### src/design/ptc_pkg.sv
// Shared widths, register codes, reset values and pipeline word types for the
// PID turn controller. No dependencies; every other design file imports it.
package ptc_pkg;

  localparam int ANGLE_W    = 16;
  localparam int SPEED_W    = 7;
  localparam int GAIN_W     = 16;
  localparam int ZONE_W     = 15;
  localparam int DELAY_W    = 16;
  localparam int TICK_W     = 32;
  localparam int SUM_W      = 24;
  localparam int ERR_W      = ANGLE_W + 1;
  localparam int DIFF_W     = ERR_W + 1;
  localparam int LIM_W      = ANGLE_W + 2;
  localparam int DRIVE_W    = 8;
  localparam int FRAC_W     = 12;
  localparam int CFG_IDX_W  = 3;
  localparam int CFG_DATA_W = 32;

  localparam int P_W   = GAIN_W + 1 + ERR_W;
  localparam int I_W   = GAIN_W + 1 + SUM_W;
  localparam int D_W   = GAIN_W + 1 + DIFF_W;
  localparam int TOT_W = I_W + 2;

  localparam logic MODE_START = 1'b0;
  localparam logic MODE_TICK  = 1'b1;

  localparam logic [GAIN_W-1:0]  KP_RST     = GAIN_W'(1843);
  localparam logic [GAIN_W-1:0]  KI_RST     = GAIN_W'(20);
  localparam logic [GAIN_W-1:0]  KD_RST     = GAIN_W'(4096);
  localparam logic [ZONE_W-1:0]  IZONE_RST  = ZONE_W'(150);
  localparam logic [ZONE_W-1:0]  BAND_RST   = ZONE_W'(15);
  localparam logic [DELAY_W-1:0] EXIT_RST   = DELAY_W'(25);
  localparam logic [TICK_W-1:0]  EMERG_RST  = TICK_W'(250000);

  typedef enum logic [CFG_IDX_W-1:0] {
    REG_KP    = 3'd0,
    REG_KI    = 3'd1,
    REG_KD    = 3'd2,
    REG_IZONE = 3'd3,
    REG_BAND  = 3'd4,
    REG_EXIT  = 3'd5,
    REG_EMERG = 3'd6
  } cfg_idx_e;

  typedef struct packed {
    logic [GAIN_W-1:0]  kp;
    logic [GAIN_W-1:0]  ki;
    logic [GAIN_W-1:0]  kd;
    logic [ZONE_W-1:0]  izone;
    logic [ZONE_W-1:0]  band;
    logic [DELAY_W-1:0] exit_delay;
    logic [TICK_W-1:0]  emergency;
  } cfg_t;

  typedef struct packed {
    logic                     hold;
    logic                     done;
    logic                     zone;
    logic                     dir_neg;
    logic [SPEED_W-1:0]       speed;
    logic signed [ERR_W-1:0]  err;
    logic signed [SUM_W-1:0]  esum;
    logic signed [DIFF_W-1:0] diff;
  } calc_t;

  typedef struct packed {
    logic                   hold;
    logic                   done;
    logic                   zone;
    logic                   dir_neg;
    logic [SPEED_W-1:0]     speed;
    logic signed [P_W-1:0]  p_term;
    logic signed [I_W-1:0]  i_term;
    logic signed [D_W-1:0]  d_term;
  } prod_t;

  typedef struct packed {
    logic                    hold;
    logic                    done;
    logic                    zone;
    logic                    dir_neg;
    logic [SPEED_W-1:0]      speed;
    logic signed [TOT_W-1:0] total;
  } sum_t;

endpackage

### src/design/ptc_in_if.sv
// Command channel of the PID turn controller: start and tick words.
// Depends on ptc_pkg for the field widths.
interface ptc_in_if;
  import ptc_pkg::*;

  logic                      valid;
  logic                      ready;
  logic                      mode;
  logic signed [ANGLE_W-1:0] target_angle;
  logic [SPEED_W-1:0]        max_speed;
  logic signed [ANGLE_W-1:0] measured_angle;

  modport source (output valid, mode, target_angle, max_speed, measured_angle,
                  input ready);
  modport sink (input valid, mode, target_angle, max_speed, measured_angle,
                output ready);
endinterface

### src/design/ptc_state_stage.sv
// Input register and controller state: error, integral accumulator, last error
// and settle tracking. Depends on ptc_pkg and ptc_in_if.
module ptc_state_stage (
  input  logic           clk,
  input  logic           rst,
  input  ptc_pkg::cfg_t  regs,
  ptc_in_if.sink         cmd,
  output logic           calc_valid,
  input  logic           calc_ready,
  output ptc_pkg::calc_t calc
);
  import ptc_pkg::*;

  logic                      s0_valid;
  logic                      s0_mode;
  logic signed [ANGLE_W-1:0] s0_target;
  logic [SPEED_W-1:0]        s0_speed;
  logic signed [ANGLE_W-1:0] s0_angle;

  logic signed [ANGLE_W-1:0] target_reg;
  logic [SPEED_W-1:0]        speed_limit;
  logic                      direction_neg;
  logic signed [SUM_W-1:0]   error_sum;
  logic signed [ERR_W-1:0]   previous_error;
  logic [TICK_W-1:0]         tick_count;
  logic [TICK_W-1:0]         check_start_tick;
  logic [TICK_W-1:0]         first_cross_tick;
  logic                      crossed_flag;
  logic                      settled_flag;

  logic                      s1_en;
  logic signed [ERR_W-1:0]   err;
  logic signed [LIM_W-1:0]   angle_x;
  logic signed [LIM_W-1:0]   zone_lim;
  logic signed [LIM_W-1:0]   lower;
  logic signed [LIM_W-1:0]   upper;
  logic                      zone;
  logic signed [SUM_W:0]     sum_raw;
  logic signed [SUM_W-1:0]   sum_sat;
  logic signed [SUM_W-1:0]   error_sum_next;
  logic signed [DIFF_W-1:0]  diff;
  logic [TICK_W-1:0]         tick_count_next;
  logic                      cross_now;
  logic [TICK_W-1:0]         check_eff;
  logic [TICK_W-1:0]         first_eff;
  logic                      check;
  logic                      in_band;
  logic                      emerg;
  logic                      settle_now;
  calc_t                     calc_next;

  assign s1_en     = !calc_valid || calc_ready;
  assign cmd.ready = !s0_valid || s1_en;

  assign err      = ERR_W'(target_reg) - ERR_W'(s0_angle);
  assign angle_x  = LIM_W'(s0_angle);
  assign zone_lim = $signed({{(LIM_W-ZONE_W){1'b0}}, regs.izone});
  assign lower    = LIM_W'(target_reg) - $signed({{(LIM_W-ZONE_W){1'b0}}, regs.band});
  assign upper    = LIM_W'(target_reg) + $signed({{(LIM_W-ZONE_W){1'b0}}, regs.band});
  assign zone     = LIM_W'(err) < zone_lim;

  assign sum_raw = (SUM_W+1)'(error_sum) + (SUM_W+1)'(err);
  always_comb begin
    if (sum_raw[SUM_W] != sum_raw[SUM_W-1]) begin
      sum_sat = sum_raw[SUM_W] ? {1'b1, {(SUM_W-1){1'b0}}} : {1'b0, {(SUM_W-1){1'b1}}};
    end else begin
      sum_sat = sum_raw[SUM_W-1:0];
    end
  end
  assign error_sum_next = zone ? sum_sat : '0;
  assign diff           = DIFF_W'(err) - DIFF_W'(previous_error);

  assign tick_count_next = (&tick_count) ? tick_count : tick_count + 1'b1;
  assign cross_now  = !crossed_flag && (angle_x > lower);
  assign check_eff  = cross_now ? tick_count_next : check_start_tick;
  assign first_eff  = cross_now ? tick_count_next : first_cross_tick;
  assign check      = (crossed_flag || cross_now) &&
                      ({1'b0, tick_count_next} >
                       {1'b0, check_eff} + {{(TICK_W+1-DELAY_W){1'b0}}, regs.exit_delay});
  assign in_band    = (angle_x > lower) && (angle_x < upper);
  assign emerg      = {1'b0, tick_count_next} > {1'b0, first_eff} + {1'b0, regs.emergency};
  assign settle_now = check && (in_band || emerg);

  always_comb begin
    calc_next.hold    = 1'b1;
    calc_next.done    = 1'b0;
    calc_next.zone    = 1'b0;
    calc_next.dir_neg = direction_neg;
    calc_next.speed   = speed_limit;
    calc_next.err     = err;
    calc_next.esum    = error_sum_next;
    calc_next.diff    = diff;
    if (s0_mode == MODE_TICK) begin
      if (settled_flag) begin
        calc_next.done = 1'b1;
      end else begin
        calc_next.hold = settle_now;
        calc_next.done = settle_now;
        calc_next.zone = zone;
      end
    end
  end

  always_ff @(posedge clk) begin
    if (rst) begin
      s0_valid         <= 1'b0;
      calc_valid       <= 1'b0;
      target_reg       <= '0;
      speed_limit      <= '0;
      direction_neg    <= 1'b0;
      error_sum        <= '0;
      previous_error   <= '0;
      tick_count       <= '0;
      check_start_tick <= '0;
      first_cross_tick <= '0;
      crossed_flag     <= 1'b0;
      settled_flag     <= 1'b1;
    end else begin
      if (cmd.ready) begin
        s0_valid <= cmd.valid;
      end
      if (s1_en) begin
        calc_valid <= s0_valid;
      end
      if (s1_en && s0_valid) begin
        if (s0_mode == MODE_START) begin
          target_reg       <= s0_target;
          speed_limit      <= s0_speed;
          direction_neg    <= s0_target[ANGLE_W-1];
          error_sum        <= '0;
          previous_error   <= '0;
          tick_count       <= '0;
          check_start_tick <= '0;
          first_cross_tick <= '0;
          crossed_flag     <= 1'b0;
          settled_flag     <= 1'b0;
        end else if (!settled_flag) begin
          error_sum        <= error_sum_next;
          previous_error   <= err;
          tick_count       <= tick_count_next;
          first_cross_tick <= first_eff;
          crossed_flag     <= crossed_flag || cross_now;
          check_start_tick <= (check && !settle_now) ? tick_count_next : check_eff;
          settled_flag     <= settle_now;
        end
      end
    end
  end

  always_ff @(posedge clk) begin
    if (cmd.ready && cmd.valid) begin
      s0_mode   <= cmd.mode;
      s0_target <= cmd.target_angle;
      s0_speed  <= cmd.max_speed;
      s0_angle  <= cmd.measured_angle;
    end
    if (s1_en && s0_valid) begin
      calc <= calc_next;
    end
  end
endmodule

### src/flat_wrapper.sv
// flat-port wrapper written by rule: the top's interface ports become plain ports
module ptc_state_stage_flat import ptc_pkg::*;
  (clk, rst, regs, calc_valid, calc_ready, calc, cmd_valid, cmd_mode, cmd_target_angle, cmd_max_speed, cmd_measured_angle, cmd_ready);
  ptc_in_if cmd_i ();
  input  logic clk;
  input  logic rst;
  input  ptc_pkg::cfg_t regs;
  output logic calc_valid;
  input  logic calc_ready;
  output ptc_pkg::calc_t calc;
  input wire logic [$bits(cmd_i.valid)-1:0] cmd_valid;
  input wire logic [$bits(cmd_i.mode)-1:0] cmd_mode;
  input wire logic [$bits(cmd_i.target_angle)-1:0] cmd_target_angle;
  input wire logic [$bits(cmd_i.max_speed)-1:0] cmd_max_speed;
  input wire logic [$bits(cmd_i.measured_angle)-1:0] cmd_measured_angle;
  output wire logic [$bits(cmd_i.ready)-1:0] cmd_ready;
  assign cmd_i.valid = cmd_valid;
  assign cmd_i.mode = cmd_mode;
  assign cmd_i.target_angle = cmd_target_angle;
  assign cmd_i.max_speed = cmd_max_speed;
  assign cmd_i.measured_angle = cmd_measured_angle;
  assign cmd_ready = cmd_i.ready;
  ptc_state_stage u_core (.clk(clk), .rst(rst), .regs(regs), .cmd(cmd_i), .calc_valid(calc_valid), .calc_ready(calc_ready), .calc(calc));
endmodule
### config.mk
export PLATFORM = sky130hd
export DESIGN_NAME = ptc_state_stage_flat
export DESIGN_NICKNAME = d
export VERILOG_FILES = /design/src/design/ptc_pkg.sv /design/src/design/ptc_in_if.sv /design/src/design/ptc_state_stage.sv /design/src/flat_wrapper.sv
export SDC_FILE = /design/constraint.sdc
export NUM_CORES = 1
export LEC_CHECK = 0
export ABC_AREA = 1
export BUFFER_PORTS_ARGS = -buffer_cell sky130_fd_sc_hd__clkbuf_2
export CELL_PAD_IN_SITES_DETAIL_PLACEMENT = 1
export CELL_PAD_IN_SITES_GLOBAL_PLACEMENT = 1
export CORE_MARGIN = 2
export CORE_UTILIZATION = 47
export DETAILED_ROUTE_END_ITERATION = 7
export PLACE_DENSITY = 0.95
export SLEW_MARGIN = 25
export SYNTH_ARGS = -nofsm -noshare
export SYNTH_HDL_FRONTEND = slang
export SYNTH_SLANG_ARGS = --single-unit
export TNS_END_PERCENT = 1
### constraint.sdc
create_clock -name clk -period 16.36 [get_ports clk]
set_input_delay 0 -clock clk [delete_from_list [all_inputs] [get_ports clk]]
set_output_delay 0 -clock clk [all_outputs]
set_load 0.05 [all_outputs]
==> metrics.txt <==
# TYPE chip_impl_metric gauge
chip_impl_metric{name="post_route_cells_drive_above_1_share",unit="%"} 10.2
chip_impl_info{name="path_class",value="flip-flop to flip-flop"} 1
chip_impl_metric{name="die_y",unit="um"} 215
chip_impl_metric{name="yosysUniqueCellTypes",unit=""} 50
chip_impl_metric{name="number_of_global_route_vias_before_repair",unit=""} 23700
chip_impl_metric{name="dp_hpwl",unit="mm"} 54.9
chip_impl_metric{name="peakVddDrop",unit="uV"} 97.8
chip_impl_metric{name="fmax",unit="MHz"} 83.7
chip_impl_metric{name="timing.reg2reg.setup_slack",unit="ns"} 4.41
chip_impl_metric{name="cts_sinks",unit=""} 274
chip_impl_metric{name="slew_violations",unit=""} 0
chip_impl_metric{name="dr_total_vias",unit=""} 21800
chip_impl_metric{name="clock_latency",unit="ns"} 0.57
chip_impl_metric{name="core-area",unit="sq um"} 44100
chip_impl_metric{name="r2r_cells",unit=""} 51
chip_impl_info{name="most-common-layout-cells",value="sky130_fd_sc_hd__nand2_1, sky130_fd_sc_hd__inv_1, sky130_fd_sc_hd__a21oi_1"} 1
chip_impl_metric{name="area_delta_synth_final",unit="%"} 14.7
chip_impl_info{name="ys.flop_type",value="sky130_fd_sc_hd__dfxtp_1"} 1
chip_impl_info{name="cts_tree",value="yes"} 1
chip_impl_info{name="start_kind",value="flip-flop"} 1
chip_impl_metric{name="dp_slack",unit="ns"} 5.21
chip_impl_info{name="synth_area_leader_cell",value="sky130_fd_sc_hd__edfxtp_1"} 1
chip_impl_metric{name="synth.yosys.warnings",unit=""} 0
chip_impl_metric{name="timing.final.setup_violations",unit=""} 0
chip_impl_info{name="most_common_cell_after_layout_fill_and_taps_aside",value="sky130_fd_sc_hd__nand2_1"} 1
chip_impl_info{name="worstReg2RegStart",value="u_core.target_reg[1]$_SDFFE_PP0P_"} 1
chip_impl_metric{name="dpl-instance-area",unit="sq um"} 22400
chip_impl_metric{name="site_rows",unit=""} 77
chip_impl_metric{name="nets",unit=""} 3517
chip_impl_metric{name="number_of_buffers_inserted_during_clock_tree_synthesis",unit=""} 35
chip_impl_metric{name="power-per-cell-area",unit="nW/um^2"} 102
chip_impl_metric{name="synthesis.instances",unit=""} 2884
chip_impl_metric{name="maximum_fanout_along_the_worst_path",unit=""} 33
chip_impl_metric{name="mappedNetlistNets",unit=""} 3308
chip_impl_metric{name="timing.final.hold_violations",unit=""} 4
chip_impl_info{name="failed_checks",value="negative hold slack"} 1
chip_impl_metric{name="synth-async-reset-ratio",unit="%"} 0
chip_impl_metric{name="grt_pass1_wl",unit="mm"} 126
chip_impl_metric{name="final.setup.tns",unit="ns"} 0
chip_impl_metric{name="period_minus_slack",unit="ns"} 11.95
chip_impl_metric{name="maxSlewHeadroom",unit="%"} 30.9
chip_impl_metric{name="floorplan.initialDensity",unit="%"} 47.5
chip_impl_metric{name="cts-htree-levels",unit=""} 2
chip_impl_metric{name="pwr-share-seq",unit="%"} 31.3
chip_impl_metric{name="holdPathStages",unit=""} 2
chip_impl_metric{name="timing.critical_path.slowest_cell_delay",unit="ns"} 0.59
chip_impl_info{name="outcome",value="finished with violations"} 1
chip_impl_metric{name="finalWeightedCongestion",unit=""} 0.931
chip_impl_metric{name="drv.max_cap_violation_count",unit=""} 0
chip_impl_metric{name="clk_transition_reported_paths",unit="ns"} 0.07
chip_impl_metric{name="io-pin-count",unit=""} 242
chip_impl_metric{name="placement.io_buffers",unit=""} 193
chip_impl_metric{name="ant_nets",unit=""} 0
chip_impl_metric{name="post-route-period-util",unit="%"} 73.0
chip_impl_info{name="worst_r2r_endpoint",value="u_core.check_start_tick[6]$_SDFFE_PP0P_"} 1
chip_impl_metric{name="die_w",unit="um"} 215
chip_impl_metric{name="finalHoldWorstSlack",unit="ns"} -0.0192
chip_impl_metric{name="postCtsResizedCells",unit=""} 0
chip_impl_metric{name="maximum_number_of_pins_on_one_net_before_global_route_repair",unit=""} 97
chip_impl_metric{name="detailedRoute.firstPassIterationCount",unit=""} 6
chip_impl_info{name="clock_tree.root_cell",value="sky130_fd_sc_hd__clkbuf_16"} 1
chip_impl_info{name="holdPathEnd",value="u_core.speed_limit[4]$_SDFFE_PP0P_"} 1
chip_impl_info{name="endpoint_kind",value="flip-flop"} 1
chip_impl_metric{name="cp_num_buf_inv",unit=""} 7
chip_impl_metric{name="timing.clock.skew",unit="ns"} 0.0359
chip_impl_metric{name="cp.arrival",unit="ns"} 12.39
chip_impl_metric{name="stdcell_area",unit="sq um"} 24000
chip_impl_metric{name="synth-edff-count",unit=""} 110
chip_impl_metric{name="post_synthesis_sequential_area_ratio",unit="%"} 31.4
chip_impl_metric{name="internal-power",unit="W"} 0.00149
chip_impl_metric{name="wl_per_cell",unit="um"} 21.7
chip_impl_metric{name="clock_tree.buffer_depth",unit=""} 3
chip_impl_metric{name="die_area",unit="sq um"} 46300
chip_impl_metric{name="p_comb_share",unit="%"} 35.9
chip_impl_metric{name="post_synth_instance_area",unit="sq um"} 20900
chip_impl_metric{name="route.final.wire_length",unit="mm"} 80.6
chip_impl_metric{name="netlist.area_leader.share",unit="%"} 15.8
chip_impl_metric{name="static-leakage-power",unit="nW"} 11.3
chip_impl_metric{name="track_usage",unit="%"} 34.1
chip_impl_metric{name="initial_antenna_violation_count",unit=""} 0
chip_impl_info{name="hp-start",value="rst"} 1
chip_impl_info{name="worst_path_dominant_cell_family",value="compound AO/OA/AOI/OAI gates"} 1
chip_impl_metric{name="post-route-worst-setup-slack",unit="ns"} 4.41
chip_impl_metric{name="pwr-share-clk",unit="%"} 32.8
chip_impl_metric{name="total_switching_power",unit="W"} 0.000952
chip_impl_metric{name="tightestPinTransition",unit="ns"} 1.03
chip_impl_info{name="max_flop_register",value="u_core.calc"} 1
chip_impl_metric{name="route.detailed.vias_per_inst",unit=""} 5.88
chip_impl_metric{name="count_of_state_elements_after_synthesis",unit=""} 274
chip_impl_info{name="synth.top_cells.by_area",value="sky130_fd_sc_hd__edfxtp_1, sky130_fd_sc_hd__dfxtp_1, sky130_fd_sc_hd__ha_1"} 1
chip_impl_metric{name="route.detailed.drc",unit=""} 0
chip_impl_metric{name="largest_reg_flops",unit=""} 70
chip_impl_metric{name="global_route.overflow_total",unit=""} 0
chip_impl_metric{name="drt_iter0_drc",unit=""} 1573
chip_impl_metric{name="required_time_of_the_worst_setup_path",unit="ns"} 16.81
chip_impl_info{name="rsz_0062_raised_after_global_routing",value="false"} 1
chip_impl_metric{name="power.share.switching",unit="%"} 38.9
chip_impl_metric{name="num_antenna_cells",unit=""} 0
chip_impl_info{name="min-delay-path-class",value="input port to flip-flop"} 1
chip_impl_info{name="slowest_stage",value="sky130_fd_sc_hd__o21ai_0"} 1
chip_impl_metric{name="syn_avg_cell_area",unit="sq um"} 7.26
==> metal layers <==
layer | vias to the layer above | routed length (um) | track usage (%) | share of wire (%)
met3 | 313 | 5140 | 5.56 | 6.4
li1 | 9979 | - | - | -
met4 | 0 | 4430 | 18.5 | 5.5
met5 | - | 0 | 0 | 0
met1 | 10600 | 32000 | 39.7 | 40
met2 | 906 | 39100 | 59.9 | 48
==> synthesized netlist by cell type (8+ instances only) <==
| master | number |
|---|---|
| sky130_fd_sc_hd__nor4_1 | 10 |
| sky130_fd_sc_hd__nor2_1 | 182 |
| sky130_fd_sc_hd__inv_1 | 351 |
| sky130_fd_sc_hd__edfxtp_1 | 110 |
| sky130_fd_sc_hd__xnor2_1 | 44 |
| sky130_fd_sc_hd__a21oi_1 | 345 |
| sky130_fd_sc_hd__o211ai_1 | 9 |
| sky130_fd_sc_hd__ha_1 | 247 |
| sky130_fd_sc_hd__nor3_1 | 27 |
| sky130_fd_sc_hd__nand4_1 | 63 |
| sky130_fd_sc_hd__o21a_1 | 8 |
| sky130_fd_sc_hd__o21bai_1 | 9 |
| sky130_fd_sc_hd__a211oi_1 | 9 |
| sky130_fd_sc_hd__dfxtp_1 | 164 |
| sky130_fd_sc_hd__o21ai_0 | 121 |
| sky130_fd_sc_hd__buf_6 | 9 |
| sky130_fd_sc_hd__clkbuf_1 | 52 |
| sky130_fd_sc_hd__a21o_1 | 15 |
| sky130_fd_sc_hd__inv_2 | 10 |
| sky130_fd_sc_hd__xor2_1 | 102 |
| sky130_fd_sc_hd__nand3_1 | 127 |
| sky130_fd_sc_hd__nand2_2 | 15 |
| sky130_fd_sc_hd__nand2_1 | 752 |
| sky130_fd_sc_hd__buf_1 | 16 |
| sky130_fd_sc_hd__a31oi_1 | 13 |
==> stage by stage <==
stage,instances,util (%),hold slack [ns],power (W)
2_1_floorplan,2884,-,0.0989,0.00136
3_3_place_gp,3604,50.8,0.177,0.00154
3_5_place_dp,3604,50.8,0.179,0.00160
4_1_cts,3712,54.4,0.134,0.00241
5_1_grt,3712,54.4,0.0198,0.00255
6_report,3712,54.4,-0.0192,0.00245
==> power by group through the flow <==
stage | combinational, W | sequential, W | clock [W]
after floorplan | 0.000530 | 0.000826 | 0
after global placement | 0.000769 | 0.000775 | 0
after detailed placement | 0.000827 | 0.000777 | 0
after CTS | 0.000850 | 0.000763 | 0.000799
after global routing | 0.000954 | 0.000766 | 0.000829
final | 0.000879 | 0.000765 | 0.000801
==> repair_timing <==
action                    CTS  global route
hold endpoints to repair   43             0
setup buffers               0             0
hold buffers               44             0
==> how the worst max path moves through the flow <==
stage / start / end / slack [ns] / cells past startpoint
final: u_core.target_reg[1]$_SDFFE_PP0P_ / u_core.check_start_tick[6]$_SDFFE_PP0P_ / 4.41 / 51
after CTS: u_core.target_reg[1]$_SDFFE_PP0P_ / u_core.check_start_tick[6]$_SDFFE_PP0P_ / 4.90 / 51
after global placement: u_core.target_reg[1]$_SDFFE_PP0P_ / u_core.check_start_tick[28]$_SDFFE_PP0P_ / 5.95 / 50
after floorplan: u_core.target_reg[1]$_SDFFE_PP0P_ / u_core.check_start_tick[10]$_SDFFE_PP0P_ / 8.44 / 57
after global routing: u_core.target_reg[1]$_SDFFE_PP0P_ / u_core.check_start_tick[26]$_SDFFE_PP0P_ / 3.80 / 51
after detailed placement: u_core.target_reg[1]$_SDFFE_PP0P_ / u_core.check_start_tick[6]$_SDFFE_PP0P_ / 5.21 / 50
==> cells by family after synthesis <==
kind of cell / count (synthesis) / synth area share [%]
buffers and inverters: 447 / 8.38
adders and majority gates: 254 / 15.4
DFF: 274 / 31.4
and+or+nand+nor: 1206 / 24.4
xor gates and xnor gates: 146 / 6.11
AOI/OAI and AO/OA: 557 / 14.3
==> layout make-up <==
cell class / count / area [sq um]
fill: 5676 / 20100
multi-input combinational: 2163 / 12600
sequential: 274 / 6590
timing repair buffer: 256 / 1560
inverter: 363 / 1370
clock buffer: 51 / 1030
tap: 592 / 741
clock inverter: 13 / 126
==> worst reg2reg max path, delay by kind of cell, from the launching register on <==
kind	cells	cell delay [ns]
AND/OR/NAND/NOR	19	3.50
adder cells (fa/ha/maj)	4	1.46
buffers and inverters	7	1.48
XOR/XNOR	1	0.19
flip-flops	1	0.53
AO/OA/AOI/OAI	20	4.65
No activity file was read; power rests on OpenSTA's default activity.
