File: src/design/ptc_pkg.sv
// Shared widths, register codes, reset values and pipeline word types for the
// PID turn controller. No dependencies; every other design file imports it.
package ptc_pkg;

  localparam int ANGLE_W    = 16;
  localparam int SPEED_W    = 7;
  localparam int GAIN_W     = 16;
  localparam int ZONE_W     = 15;
  localparam int DELAY_W    = 16;
  localparam int TICK_W     = 32;
  localparam int SUM_W      = 24;
  localparam int ERR_W      = ANGLE_W + 1;
  localparam int DIFF_W     = ERR_W + 1;
  localparam int LIM_W      = ANGLE_W + 2;
  localparam int DRIVE_W    = 8;
  localparam int FRAC_W     = 12;
  localparam int CFG_IDX_W  = 3;
  localparam int CFG_DATA_W = 32;

  localparam int P_W   = GAIN_W + 1 + ERR_W;
  localparam int I_W   = GAIN_W + 1 + SUM_W;
  localparam int D_W   = GAIN_W + 1 + DIFF_W;
  localparam int TOT_W = I_W + 2;

  localparam logic MODE_START = 1'b0;
  localparam logic MODE_TICK  = 1'b1;

  localparam logic [GAIN_W-1:0]  KP_RST     = GAIN_W'(1843);
  localparam logic [GAIN_W-1:0]  KI_RST     = GAIN_W'(20);
  localparam logic [GAIN_W-1:0]  KD_RST     = GAIN_W'(4096);
  localparam logic [ZONE_W-1:0]  IZONE_RST  = ZONE_W'(150);
  localparam logic [ZONE_W-1:0]  BAND_RST   = ZONE_W'(15);
  localparam logic [DELAY_W-1:0] EXIT_RST   = DELAY_W'(25);
  localparam logic [TICK_W-1:0]  EMERG_RST  = TICK_W'(250000);

  typedef enum logic [CFG_IDX_W-1:0] {
    REG_KP    = 3'd0,
    REG_KI    = 3'd1,
    REG_KD    = 3'd2,
    REG_IZONE = 3'd3,
    REG_BAND  = 3'd4,
    REG_EXIT  = 3'd5,
    REG_EMERG = 3'd6
  } cfg_idx_e;

  typedef struct packed {
    logic [GAIN_W-1:0]  kp;
    logic [GAIN_W-1:0]  ki;
    logic [GAIN_W-1:0]  kd;
    logic [ZONE_W-1:0]  izone;
    logic [ZONE_W-1:0]  band;
    logic [DELAY_W-1:0] exit_delay;
    logic [TICK_W-1:0]  emergency;
  } cfg_t;

  typedef struct packed {
    logic                     hold;
    logic                     done;
    logic                     zone;
    logic                     dir_neg;
    logic [SPEED_W-1:0]       speed;
    logic signed [ERR_W-1:0]  err;
    logic signed [SUM_W-1:0]  esum;
    logic signed [DIFF_W-1:0] diff;
  } calc_t;

  typedef struct packed {
    logic                   hold;
    logic                   done;
    logic                   zone;
    logic                   dir_neg;
    logic [SPEED_W-1:0]     speed;
    logic signed [P_W-1:0]  p_term;
    logic signed [I_W-1:0]  i_term;
    logic signed [D_W-1:0]  d_term;
  } prod_t;

  typedef struct packed {
    logic                    hold;
    logic                    done;
    logic                    zone;
    logic                    dir_neg;
    logic [SPEED_W-1:0]      speed;
    logic signed [TOT_W-1:0] total;
  } sum_t;

endpackage

File: src/design/ptc_cfg_if.sv
// Configuration write channel of the PID turn controller.
// Depends on ptc_pkg for the index and data widths.
interface ptc_cfg_if;
  import ptc_pkg::*;

  logic                  valid;
  logic                  ready;
  logic [CFG_IDX_W-1:0]  index;
  logic [CFG_DATA_W-1:0] data;

  modport source (output valid, index, data, input ready);
  modport sink (input valid, index, data, output ready);
endinterface

File: src/design/ptc_cfg_regs.sv
// Configuration register file: gains, integral zone, settle band and timers.
// Depends on ptc_pkg and ptc_cfg_if.
module ptc_cfg_regs (
  input  logic          clk,
  input  logic          rst,
  ptc_cfg_if.sink       cfg,
  output ptc_pkg::cfg_t regs
);
  import ptc_pkg::*;

  assign cfg.ready = 1'b1;

  always_ff @(posedge clk) begin
    if (rst) begin
      regs.kp         <= KP_RST;
      regs.ki         <= KI_RST;
      regs.kd         <= KD_RST;
      regs.izone      <= IZONE_RST;
      regs.band       <= BAND_RST;
      regs.exit_delay <= EXIT_RST;
      regs.emergency  <= EMERG_RST;
    end else if (cfg.valid && cfg.ready) begin
      unique case (cfg.index)
        REG_KP:    regs.kp         <= cfg.data[GAIN_W-1:0];
        REG_KI:    regs.ki         <= cfg.data[GAIN_W-1:0];
        REG_KD:    regs.kd         <= cfg.data[GAIN_W-1:0];
        REG_IZONE: regs.izone      <= cfg.data[ZONE_W-1:0];
        REG_BAND:  regs.band       <= cfg.data[ZONE_W-1:0];
        REG_EXIT:  regs.exit_delay <= cfg.data[DELAY_W-1:0];
        REG_EMERG: regs.emergency  <= cfg.data[TICK_W-1:0];
        default: ;
      endcase
    end
  end
endmodule

File: src/flat_wrapper.sv
// flat-port wrapper written by rule: the top's interface ports become plain ports
module ptc_cfg_regs_flat import ptc_pkg::*;
  (clk, rst, regs, cfg_valid, cfg_index, cfg_data, cfg_ready);
  ptc_cfg_if cfg_i ();
  input  logic clk;
  input  logic rst;
  output ptc_pkg::cfg_t regs;
  input wire logic [$bits(cfg_i.valid)-1:0] cfg_valid;
  input wire logic [$bits(cfg_i.index)-1:0] cfg_index;
  input wire logic [$bits(cfg_i.data)-1:0] cfg_data;
  output wire logic [$bits(cfg_i.ready)-1:0] cfg_ready;
  assign cfg_i.valid = cfg_valid;
  assign cfg_i.index = cfg_index;
  assign cfg_i.data = cfg_data;
  assign cfg_ready = cfg_i.ready;
  ptc_cfg_regs u_core (.clk(clk), .rst(rst), .cfg(cfg_i), .regs(regs));
endmodule
File: config.mk
export PLATFORM = sky130hd
export DESIGN_NAME = ptc_cfg_regs_flat
export DESIGN_NICKNAME = d
export VERILOG_FILES = /design/src/design/ptc_pkg.sv /design/src/design/ptc_cfg_if.sv /design/src/design/ptc_cfg_regs.sv /design/src/flat_wrapper.sv
export SDC_FILE = /design/constraint.sdc
export NUM_CORES = 1
export LEC_CHECK = 0
export ABC_AREA = 1
export BUFFER_PORTS_ARGS = -buffer_cell sky130_fd_sc_hd__buf_4
export CORE_ASPECT_RATIO = 0.75
export CORE_UTILIZATION = 40
export DETAILED_ROUTE_END_ITERATION = 6
export GPL_ROUTABILITY_DRIVEN = 0
export GPL_TIMING_DRIVEN = 0
export MAX_ROUTING_LAYER = met4
export PLACE_DENSITY = 0.66
export SYNTH_ARGS = -nofsm -noshare
export SYNTH_HDL_FRONTEND = slang
export SYNTH_SLANG_ARGS = --single-unit
File: constraint.sdc
create_clock -name clk -period 1.18 [get_ports clk]
set_clock_uncertainty 0.1 [all_clocks]
set_input_delay 0.118 -clock clk [delete_from_list [all_inputs] [get_ports clk]]
set_output_delay 0.118 -clock clk [all_outputs]
set_load 0.01 [all_outputs]
==> summary.md, run 1 <==
| Metric | Value |
|---|---|
| Main synth FF type | `dfxtp_1` |
| Largest family of logic cells by synthesized area | `simple AND/OR/NAND/NOR gates` |
| Compound-Gate Fraction of Synth Area | `0%` |
| Hold crit path type | `in -> reg` |
| Final ANT Viol Nets | `0` |
| Worst-Skew Late Latency | `0.41 ns` |
| Slew Viols, Final | `0` |
| Num CTS Buffers | `17` |
| Rel. slew slack | `64.9%` |
| Cell with the most instances after synthesis | `nor2_1` |
| Kind of start point of the critical path | `primary input` |
| Critical Path Fanout Max | `6` |
| Xor-xnor portion of the synthesized cell area | `0%` |
| DR DRC count | `0` |
| # diodes | `0` |
| Vias in the first global route | `5038` |
| Initial antenna violation count | `0` |
| Fraction of the mapped netlist area in adder cells | `0%` |
| CTS tree | `done` |
| GR peak layer | `met2` |
| Multiplexer share of the synthesized area | `0%` |
| Critical path arrival | `1.38 ns` |
| Largest Register | `u_core.regs` |
| Avg Vias per Cell | `4.89` |
| Via count | `5350` |
| Die X | `131 µm` |
| P&R area growth vs syn | `46.4%` |
| Largest regs | `u_core.regs x126` |
| Worst Path Buf+Inv | `3` |
| Slowest cell delay on critical path | `0.56 ns` |
| Gr ovfl total | `0` |
| Inst Count DP | `1032` |
| Met3 Use GR | `5.65%` |
| Netlist cell types | `15` |
| PD cells | `1500 mW/mm²` |
| Num rows | `34` |
| Worst Path Required | `1.39 ns` |
| Unrepaired setup endpoints after global routing | `false` |
| First-pass GRT wire length | `25200 µm` |
| Placement Setup Slack | `-0.351 ns` |
| I/O pins | `165` |
| Max-cap violations | `0` |
| Yosys warning total | `0` |
| Commonest cells in the synthesized netlist | `198 x nor2_1, 165 x nand2_1, 126 x dfxtp_1, 126 x nand3_1, 34 x inv_1` |
| Nets@finish | `956` |
| Final std cells w/o fill | `1093` |
| Met1 usage | `34.4%` |
| Die Span Y | `98.8 µm` |
| Top cells by area, synth | `dfxtp_1 51%, nor2_1 15%, nand3_1 13%` |
| Fraction of synthesis flops using an asynchronous set or reset pin | `0%` |
| CTS sink cnt | `126` |
| Endpoint class of the critical path | `register` |
| Core ar. | `0.0119 mm²` |
| Per-cell routed wire length | `15.3 µm` |
| Worst VDD drop | `1.07 mV` |
| Simple-gate share of the synthesized area | `41.9%` |
| CTS root buffer | `clkbuf_16` |
| Maximum clock frequency | `0.853 GHz` |
| Gate Count Post-Synth | `707` |
| Number of synthesized flops with an enable pin | `0` |
| Final Setup Violations | `0` |
| Worst-Margin Slew | `0.527 ns` |
| Syn_nets | `745` |
| Clock Pin Slew Worst Setup and Hold Paths | `0.06 ns` |
| Status | `completed` |
| Max reg flops | `126` |
| Post-synth top area share | `50.5%` |
| Drt first pass iters | `5` |
| Die area | `0.0129 mm²` |
| Ratio of cells with drive above 1 in the final layout | `26.0%` |
| Post-synthesis register bit count | `126` |
| Starting Density | `42.1%` |
| Initial DRC count | `348` |
| DP Wirelength | `11900 µm` |
| Post-route clock period utilization | `99.3%` |
| Final min period | `1.17 ns` |
| GR Util met2 | `42.1%` |
| H-tree Lvls | `4` |
| Setup_tns | `0 ns` |
| Synth Cell Area | `0.00499 mm²` |
| Critical path class | `in -> reg` |
| Delay-heaviest family, CP | `buffers and inverters` |
| LEAKAGE | `3.54 nW` |
| Number of I/O port buffers | `163` |
| DRT Wirelength | `16700 µm` |
| Largest area contributor in the netlist | `dfxtp_1` |
| Maximum clock path buffer count | `2` |
| CP cell instances | `dlygate4sd3_1 -> buf_4 -> inv_1 -> nand3_1 -> nand2_1 -> nor2_1` |
| Mean Syn Cell Area | `7.06 µm²` |
| Gr usage total | `27.0%` |
| Post-synthesis sequential area ratio | `50.5%` |
| Endpoints failing hold | `0` |
| CP max-delay cell | `dlygate4sd3_1` |
| Pin count of the biggest net entering global routing | `17` |
| Post-CTS Setup Bufs | `0` |
| Fillers | `1080` |
| Setup ws final | `0.00788 ns` |
[cell usage in the layout, fill, tap and decap left out]
cell,instances
clkbuf_1,5
nor2_2,3
inv_1,33
buf_1,7
nand2_2,2
nor2_1,198
dlygate4sd3_1,29
clkbuf_16,17
clkinvlp_4,6
buf_6,2
inv_2,3
clkbuf_8,2
dfxtp_1,125
clkbuf_2,1
clkinv_4,3
buf_4,172
bufinv_16,2
nand3_1,126
clkinv_2,1
dfxtp_2,1
inv_6,1
buf_2,20
nand2_1,165
nor2_4,6
conb_1,1
[power by group]
group / switching [mW] / leakage, nW / internal (mW)
registers: 0.0936 / 1.03 / 4.41
clock network: 1.97 / 0.275 / 3.23
logic: 0.711 / 2.24 / 0.531
[cell families (layout without fill, tap and decap cells)]
family / Yosys count / after routing
other: 1 / 1
flip-flops: 126 / 126
buffers and inverters: 80 / 304
AND/OR/NAND/NOR: 500 / 500
[layer usage]
metal | up-vias | part of all wire (%)
li1 | 2614 | -
met1 | 2488 | 45
met2 | 221 | 45
met3 | 27 | 8.0
met4 | 0 | 1.6
met5 | - | 0
[path summary, 6_finish.rpt]
kind,slack [ns],cells after the start,startpoint,end
worst max-delay path,0.008,6,cfg_data[9],u_core.regs[72]
worst min-delay path,0.02,5,cfg_index[2],u_core.regs[96]
worst max register to register,0.42,2,u_core.regs[34],u_core.regs[34]
worst min register to register,0.36,2,u_core.regs[15],u_core.regs[15]
[stage by stage]
step | total power [mW] | instance area (µm²) | hold WS, ns | utilization (%)
floorplan | 5.18 | 4990 | 0.131 | -
global placement | 5.71 | 6420 | 0.226 | 54.1
detailed placement | 5.73 | 6420 | 0.231 | 54.1
CTS | 11.0 | 7300 | 0.0153 | 61.5
global route | 11.3 | 7310 | 0.0468 | 61.6
finish | 10.9 | 7310 | 0.0167 | 61.6
[worst min-delay path: stages]
cell,delay [ns]
buf_4,0.10
nor2_2,0.08
nand2_1,0.09
nand2_1,0.05
nand3_1,0.06
[what timing repair did]
| item | CTS | global route |
|---|---|---|
| hold buffers | 29 | 0 |
| endpoints found under the hold margin | 42 | 0 |
| endpoints found under the setup margin | 0 | 15 |
| gates resized for setup | 0 | 4 |
[final cells by class]
class                      count  area, µm²  share of cell area, %
clock inverter                12        138                   1.88
timing repair buffer         192       1510                   20.7
buffer                        43        236                   3.24
inverter                      37        143                   1.95
sequential                   126       2520                   34.5
multi-input combinational    501       2100                   28.7
tap                          162        203                   2.77
clock buffer                  20        457                   6.25
Power figures use the tool's default switching activity.
==> inputs of run 2 (changes only) <==
--- a/config.mk
+++ b/config.mk
@@ -6,9 +6,10 @@
 export NUM_CORES = 1
 export LEC_CHECK = 0
 export ABC_AREA = 1
-export BUFFER_PORTS_ARGS = -buffer_cell sky130_fd_sc_hd__buf_4
+export BUFFER_PORTS_ARGS = -buffer_cell sky130_fd_sc_hd__buf_2
 export CORE_ASPECT_RATIO = 0.75
 export CORE_UTILIZATION = 40
+export CTS_BUF_LIST = sky130_fd_sc_hd__clkbuf_4 sky130_fd_sc_hd__clkbuf_8
 export DETAILED_ROUTE_END_ITERATION = 6
 export GPL_ROUTABILITY_DRIVEN = 0
 export GPL_TIMING_DRIVEN = 0
==> run 2 against run 1 <==
Worst hold slack improved by 0.0044 ns. First-iteration DRC count fell by 1.4%. Via count is 3.2% lower. Core utilization decreased by 4.2 points. Highest routed layer unchanged. Global-route usage decreased by 1.5 points. Register-to-register slack better by 0.05 ns.
==> summary.md, run 2 (synthesis gave the netlist of run 1 again) <==
| Metric | Value |
|---|---|
| Number of I/O port buffers | `163` |
| Die Span Y | `98.8 µm` |
| Highest routed layer | `met4` |
| Initial antenna violation count | `0` |
| Num rows | `34` |
| Delay-heaviest family, CP | `flip-flops` |
| Final Cell Area | `0.00681 mm²` |
| Total power | `9.97 mW` |
| Starting Density | `42.1%` |
| DP Wirelength | `11300 µm` |
| Worst Path Buf+Inv | `1` |
| Rel. slew slack | `62.5%` |
| Post-route clock period utilization | `98.3%` |
| Largest regs | `u_core.regs x126` |
| Final std cells w/o fill | `1093` |
| Fillers | `1160` |
| Slowest cell delay on critical path | `0.36 ns` |
| Num CTS Buffers | `17` |
| Worst-Margin Slew | `0.562 ns` |
| Die X | `131 µm` |
| Dpl cell area | `0.00601 mm²` |
| CTS tree | `done` |
| First-pass GRT wire length | `24000 µm` |
| Initial DRC count | `343` |
| Finished Core Util | `57.3%` |
| P&R area growth vs syn | `36.3%` |
| Placement Setup Slack | `-0.353 ns` |
| Die area | `0.0129 mm²` |
| Unrepaired setup endpoints after global routing | `false` |
| Most frequent cells in the layout | `198 x nor2_1, 181 x buf_2, 165 x nand2_1` |
| Per-cell routed wire length | `14.6 µm` |
| WL met3 | `1290 µm` |
| CP max-delay cell | `dfxtp_1` |
| Critical Path Fanout Max | `2` |
| Worst VDD drop | `0.830 mV` |
| Smallest hold slack | `0.0210 ns` |
| Maximum clock path buffer count | `2` |
| CTS root buffer | `clkbuf_8` |
| Clock Pin Slew Worst Setup and Hold Paths | `0.08 ns` |
| Final Setup Violations | `0` |
| Setup ws final | `0.0201 ns` |
| Critical path class | `reg -> out` |
| Gr usage total | `25.5%` |
| LEAKAGE | `3.42 nW` |
| CTS sink cnt | `126` |
| Pin count of the biggest net entering global routing | `17` |
| Kind of start point of the critical path | `register` |
| Final ANT Viol Nets | `0` |
| I/O pins | `165` |
| Largest Register | `u_core.regs` |
| DR DRC count | `0` |
| # diodes | `0` |
| Drt first pass iters | `5` |
| Ratio of cells with drive above 1 in the final layout | `28.6%` |
| Max-cap violations | `0` |
| H-tree Lvls | `4` |
| Via count | `5180` |
| Setup_tns | `0 ns` |
| PD cells | `1470 mW/mm²` |
| CP cell instances | `buf_2` |
| DRT Wirelength | `15900 µm` |
| Final min period | `1.16 ns` |
| Gr ovfl total | `0` |
| Status | `completed` |
| Wire length on met1 | `7710 µm` |
| Worst-Skew Late Latency | `0.43 ns` |
| Endpoint class of the critical path | `primary output` |
| Slew Viols, Final | `0` |
| Critical path arrival | `0.94 ns` |
| Max reg flops | `126` |
| Nets@finish | `956` |
| Worst Path Required | `0.96 ns` |
| Vias in the first global route | `4649` |
| Hold crit path type | `in -> reg` |
| Most common cell after layout, fill and taps aside | `nor2_1` |
| Met2 wire len | `6770 µm` |
| Avg Vias per Cell | `4.74` |
| Endpoints failing hold | `0` |
| Maximum clock frequency | `0.862 GHz` |
| Inst Count DP | `1032` |
| Core ar. | `0.0119 mm²` |
run 2: metal layers:
layer	up-vias	GRT usage [%]
met5	-	-
met4	0	5.75
met3	21	6.79
met2	215	37.9
met1	2320	34.5
li1	2624	-
run 2: worst paths after layout:
kind	startpoint	endpoint	slack, ns	cells after the start
worst max-delay path	u_core.regs[41]	regs[41]	0.02	1
worst max register to register	u_core.regs[43]	u_core.regs[43]	0.47	2
worst min register to register	u_core.regs[14]	u_core.regs[14]	0.36	2
worst min-delay path	cfg_index[2]	u_core.regs[98]	0.02	5
run 2: worst reg2reg max path: cells and delay by family, from the launching register on:
kind / cells / cell delay (ns)
flops: 1 / 0.33
simple gates: 2 / 0.18
run 2: power breakdown:
group	total [mW]	internal [mW]	switching [mW]
sequential	4.49	4.41	0.0807
clock	4.37	2.57	1.79
combinational	1.12	0.422	0.697
total	9.97	7.40	2.57
run 2: final cells by class:
class	count	area [µm²]	share of cell area, %
Sequential cell	126	2550	37.5
Clock buffer	18	248	3.64
Tap cell	162	203	2.98
Clock inverter	14	216	3.18
Timing Repair Buffer	192	1110	16.3
Inverter	37	143	2.10
Buffer	43	235	3.46
Multi-Input combinational cell	501	2100	30.8
run 2: repair_timing:
action | in CTS | in global routing
hold endpoints to repair | 42 | 0
buffers inserted | 0 | 0
resized for setup | 5 | 23
hold buffers | 29 | 0
endpoints found under the setup margin | 5 | 23
==> inputs of run 3 (changes only) <==
--- a/config.mk
+++ b/config.mk
@@ -8,6 +8,7 @@
 export ABC_AREA = 1
 export BUFFER_PORTS_ARGS = -buffer_cell sky130_fd_sc_hd__buf_2
 export CORE_ASPECT_RATIO = 0.75
+export CORE_MARGIN = 2
 export CORE_UTILIZATION = 40
 export CTS_BUF_LIST = sky130_fd_sc_hd__clkbuf_4 sky130_fd_sc_hd__clkbuf_8
 export DETAILED_ROUTE_END_ITERATION = 6
==> run 3 against run 2 <==
Core utilization fell by 2.1 points. Sequential power barely moved. Maximum frequency rose by 0.81%. Combinational power barely moved. Sequential share of layout area rose by 0.12 points. Cell count rose by 0.27%. Final area fell by 0.86%. Via count fell by 0.48%. Count of clock-buffer cells in the layout rose by 6. Global-route usage fell by 0.26 points. Die area rose by 3.6%. Largest power group unchanged.
==> summary.md, run 3 (synthesis gave the netlist of run 1 again) <==
| Metric | Value |
|---|---|
| CP max-delay cell | `dfxtp_1` |
| Ratio of cells with drive above 1 in the final layout | `27.4%` |
| Final std cells w/o fill | `1096` |
| Fillers | `1228` |
| Maximum clock path buffer count | `2` |
| Delay-heaviest family, CP | `flip-flops` |
| Per-cell routed wire length | `14.8 µm` |
| DP Wirelength | `11300 µm` |
| R2R depth | `2` |
| Largest Register | `u_core.regs` |
| Via count | `5155` |
| Sequential Power Share | `46.9%` |
| LEAKAGE | `3.40 nW` |
| DRT Wirelength | `16200 µm` |
| H-tree Lvls | `4` |
| # diodes | `0` |
| Final min period | `1.15 ns` |
| Worst Path Required | `0.96 ns` |
| Die Span Y | `101 µm` |
| Total power | `9.56 mW` |
| Post-CTS Setup Bufs | `0` |
| Final Setup Violations | `0` |
| Initial DRC count | `292` |
| Endpoint class of the critical path | `primary output` |
| Pin count of the biggest net entering global routing | `17` |
| CTS root buffer | `clkbuf_8` |
| Most frequent cells in the layout | `198 x nor2_1, 183 x buf_2, 165 x nand2_1` |
| Num CTS Buffers | `17` |
| Worst-Margin Slew | `0.501 ns` |
| Vias in the first global route | `4690` |
| Critical path class | `reg -> out` |
| Number of I/O port buffers | `163` |
| Die area | `0.0134 mm²` |
| Hold Crit Depth | `5` |
| Slew Viols, Final | `0` |
| Clock Pin Slew Worst Setup and Hold Paths | `0.07 ns` |
| Hold path start | `cfg_index[2]` |
| R2R Path End | `u_core.regs[56]` |
| Initial antenna violation count | `0` |
| Avg Vias per Cell | `4.70` |
| CTS tree | `done` |
| CTS sink cnt | `126` |
| Smallest hold slack | `0.0528 ns` |
| Core ar. | `0.0122 mm²` |
| Worst-Skew Late Latency | `0.43 ns` |
| Num rows | `35` |
| Final ANT Viol Nets | `0` |
| Worst VDD drop | `1.14 mV` |
| I/O pins | `165` |
| P&R area growth vs syn | `35.1%` |
| First-pass GRT wire length | `24900 µm` |
| Drt first pass iters | `5` |
| Clock Power Share | `41.3%` |
| Critical path arrival | `0.93 ns` |
| Worst Path Buf+Inv | `1` |
| Critical Path Fanout Max | `2` |
| Status | `completed` |
| Max-cap violations | `0` |
| Gr ovfl total | `0` |
| Hold crit path type | `in -> reg` |
| Inst Count DP | `1036` |
| Gr usage total | `25.3%` |
| Most common cell after layout, fill and taps aside | `nor2_1` |
| Die X | `133 µm` |
| PD cells | `1420 mW/mm²` |
| DR DRC count | `0` |
| Kind of start point of the critical path | `register` |
| Nets@finish | `956` |
| Unrepaired setup endpoints after global routing | `false` |
| Starting Density | `40.9%` |
| Post-route clock period utilization | `97.5%` |
| Switching Share | `25.1%` |
| Internal | `7.16 mW` |
| Maximum clock frequency | `0.869 GHz` |
| Worst Hold End | `u_core.regs[98]` |
| Slowest cell delay on critical path | `0.36 ns` |
| Rel. slew slack | `66.6%` |
| Register-to-register setup slack | `0.49 ns` |
| Comb pwr share | `11.8%` |
| CP cell instances | `buf_2` |
| Worst R2R Start | `u_core.regs[56]` |
| Largest regs | `u_core.regs x126` |
| Max reg flops | `126` |
| Psw | `2.40 mW` |
| Endpoints failing hold | `0` |
run 3: final cells by class:
cell class | count | area, µm² | area share [%]
Multi-Input combinational cell | 501 | 2100 | 31.1
Clock inverter | 7 | 110 | 1.63
Clock buffer | 24 | 305 | 4.53
Tap cell | 166 | 208 | 3.08
Timing Repair Buffer | 192 | 1110 | 16.4
Buffer | 43 | 235 | 3.49
Sequential cell | 126 | 2540 | 37.6
Inverter | 37 | 146 | 2.17
run 3: per-layer routing:
layer | global-route usage, % | vias up | share of wire (%)
met4 | 6.12 | 0 | 1.0
met1 | 35.0 | 2296 | 49
met3 | 6.18 | 14 | 8.1
met5 | - | - | 0
li1 | - | 2622 | -
met2 | 37.2 | 223 | 42
run 3: worst reg2reg max path, cell delays in order, from the launching register on:
cell,delay [ns]
dfxtp_1,0.32
nor2_1,0.11
nor2_1,0.06
run 3: what timing repair did:
action                                  in CTS  in global routing
endpoints found under the setup margin       0                 17
hold buffers                                29                  0
endpoints found under the hold margin       42                  0
gates resized for setup                      0                 16
run 3: metrics by stage:
| stage | setup slack (ns) | instance area [µm²] | TNS, ns | utilization [%] |
|---|---|---|---|---|
| finish | 0.0295 | 6750 | 0 | 55.2 |
| CTS | 0.00579 | 6720 | 0 | 55.0 |
| detailed placement | -0.307 | 6020 | -17.99 | 49.2 |
| global placement | -0.280 | 6020 | -17.95 | 49.2 |
| global route | 0.000627 | 6750 | 0 | 55.2 |
| floorplan | 0.199 | 4990 | 0 | - |
run 3: worst max-delay path by stage:
| stage | start | end | slack, ns | depth (start not counted) |
|---|---|---|---|---|
| finish | u_core.regs[34] | regs[34] | 0.03 | 1 |
| global route | u_core.regs[96] | regs[96] | 0.0006 | 1 |
| CTS | u_core.regs[106] | regs[106] | 0.006 | 1 |
| detailed placement | rst | u_core.regs[120] | -0.31 | 5 |
| global placement | rst | u_core.regs[111] | -0.28 | 5 |
| floorplan | rst | u_core.regs[110] | 0.20 | 4 |
run 3: power by group through the flow:
stage | Sequential, mW | Clock (mW) | Combinational, mW
3_5_place_dp | 4.58 | 0 | 1.04
2_1_floorplan | 4.64 | 0 | 0.540
5_1_grt | 4.50 | 4.20 | 1.25
4_1_cts | 4.48 | 4.00 | 1.11
6_report | 4.48 | 3.95 | 1.13
3_3_place_gp | 4.57 | 0 | 1.03
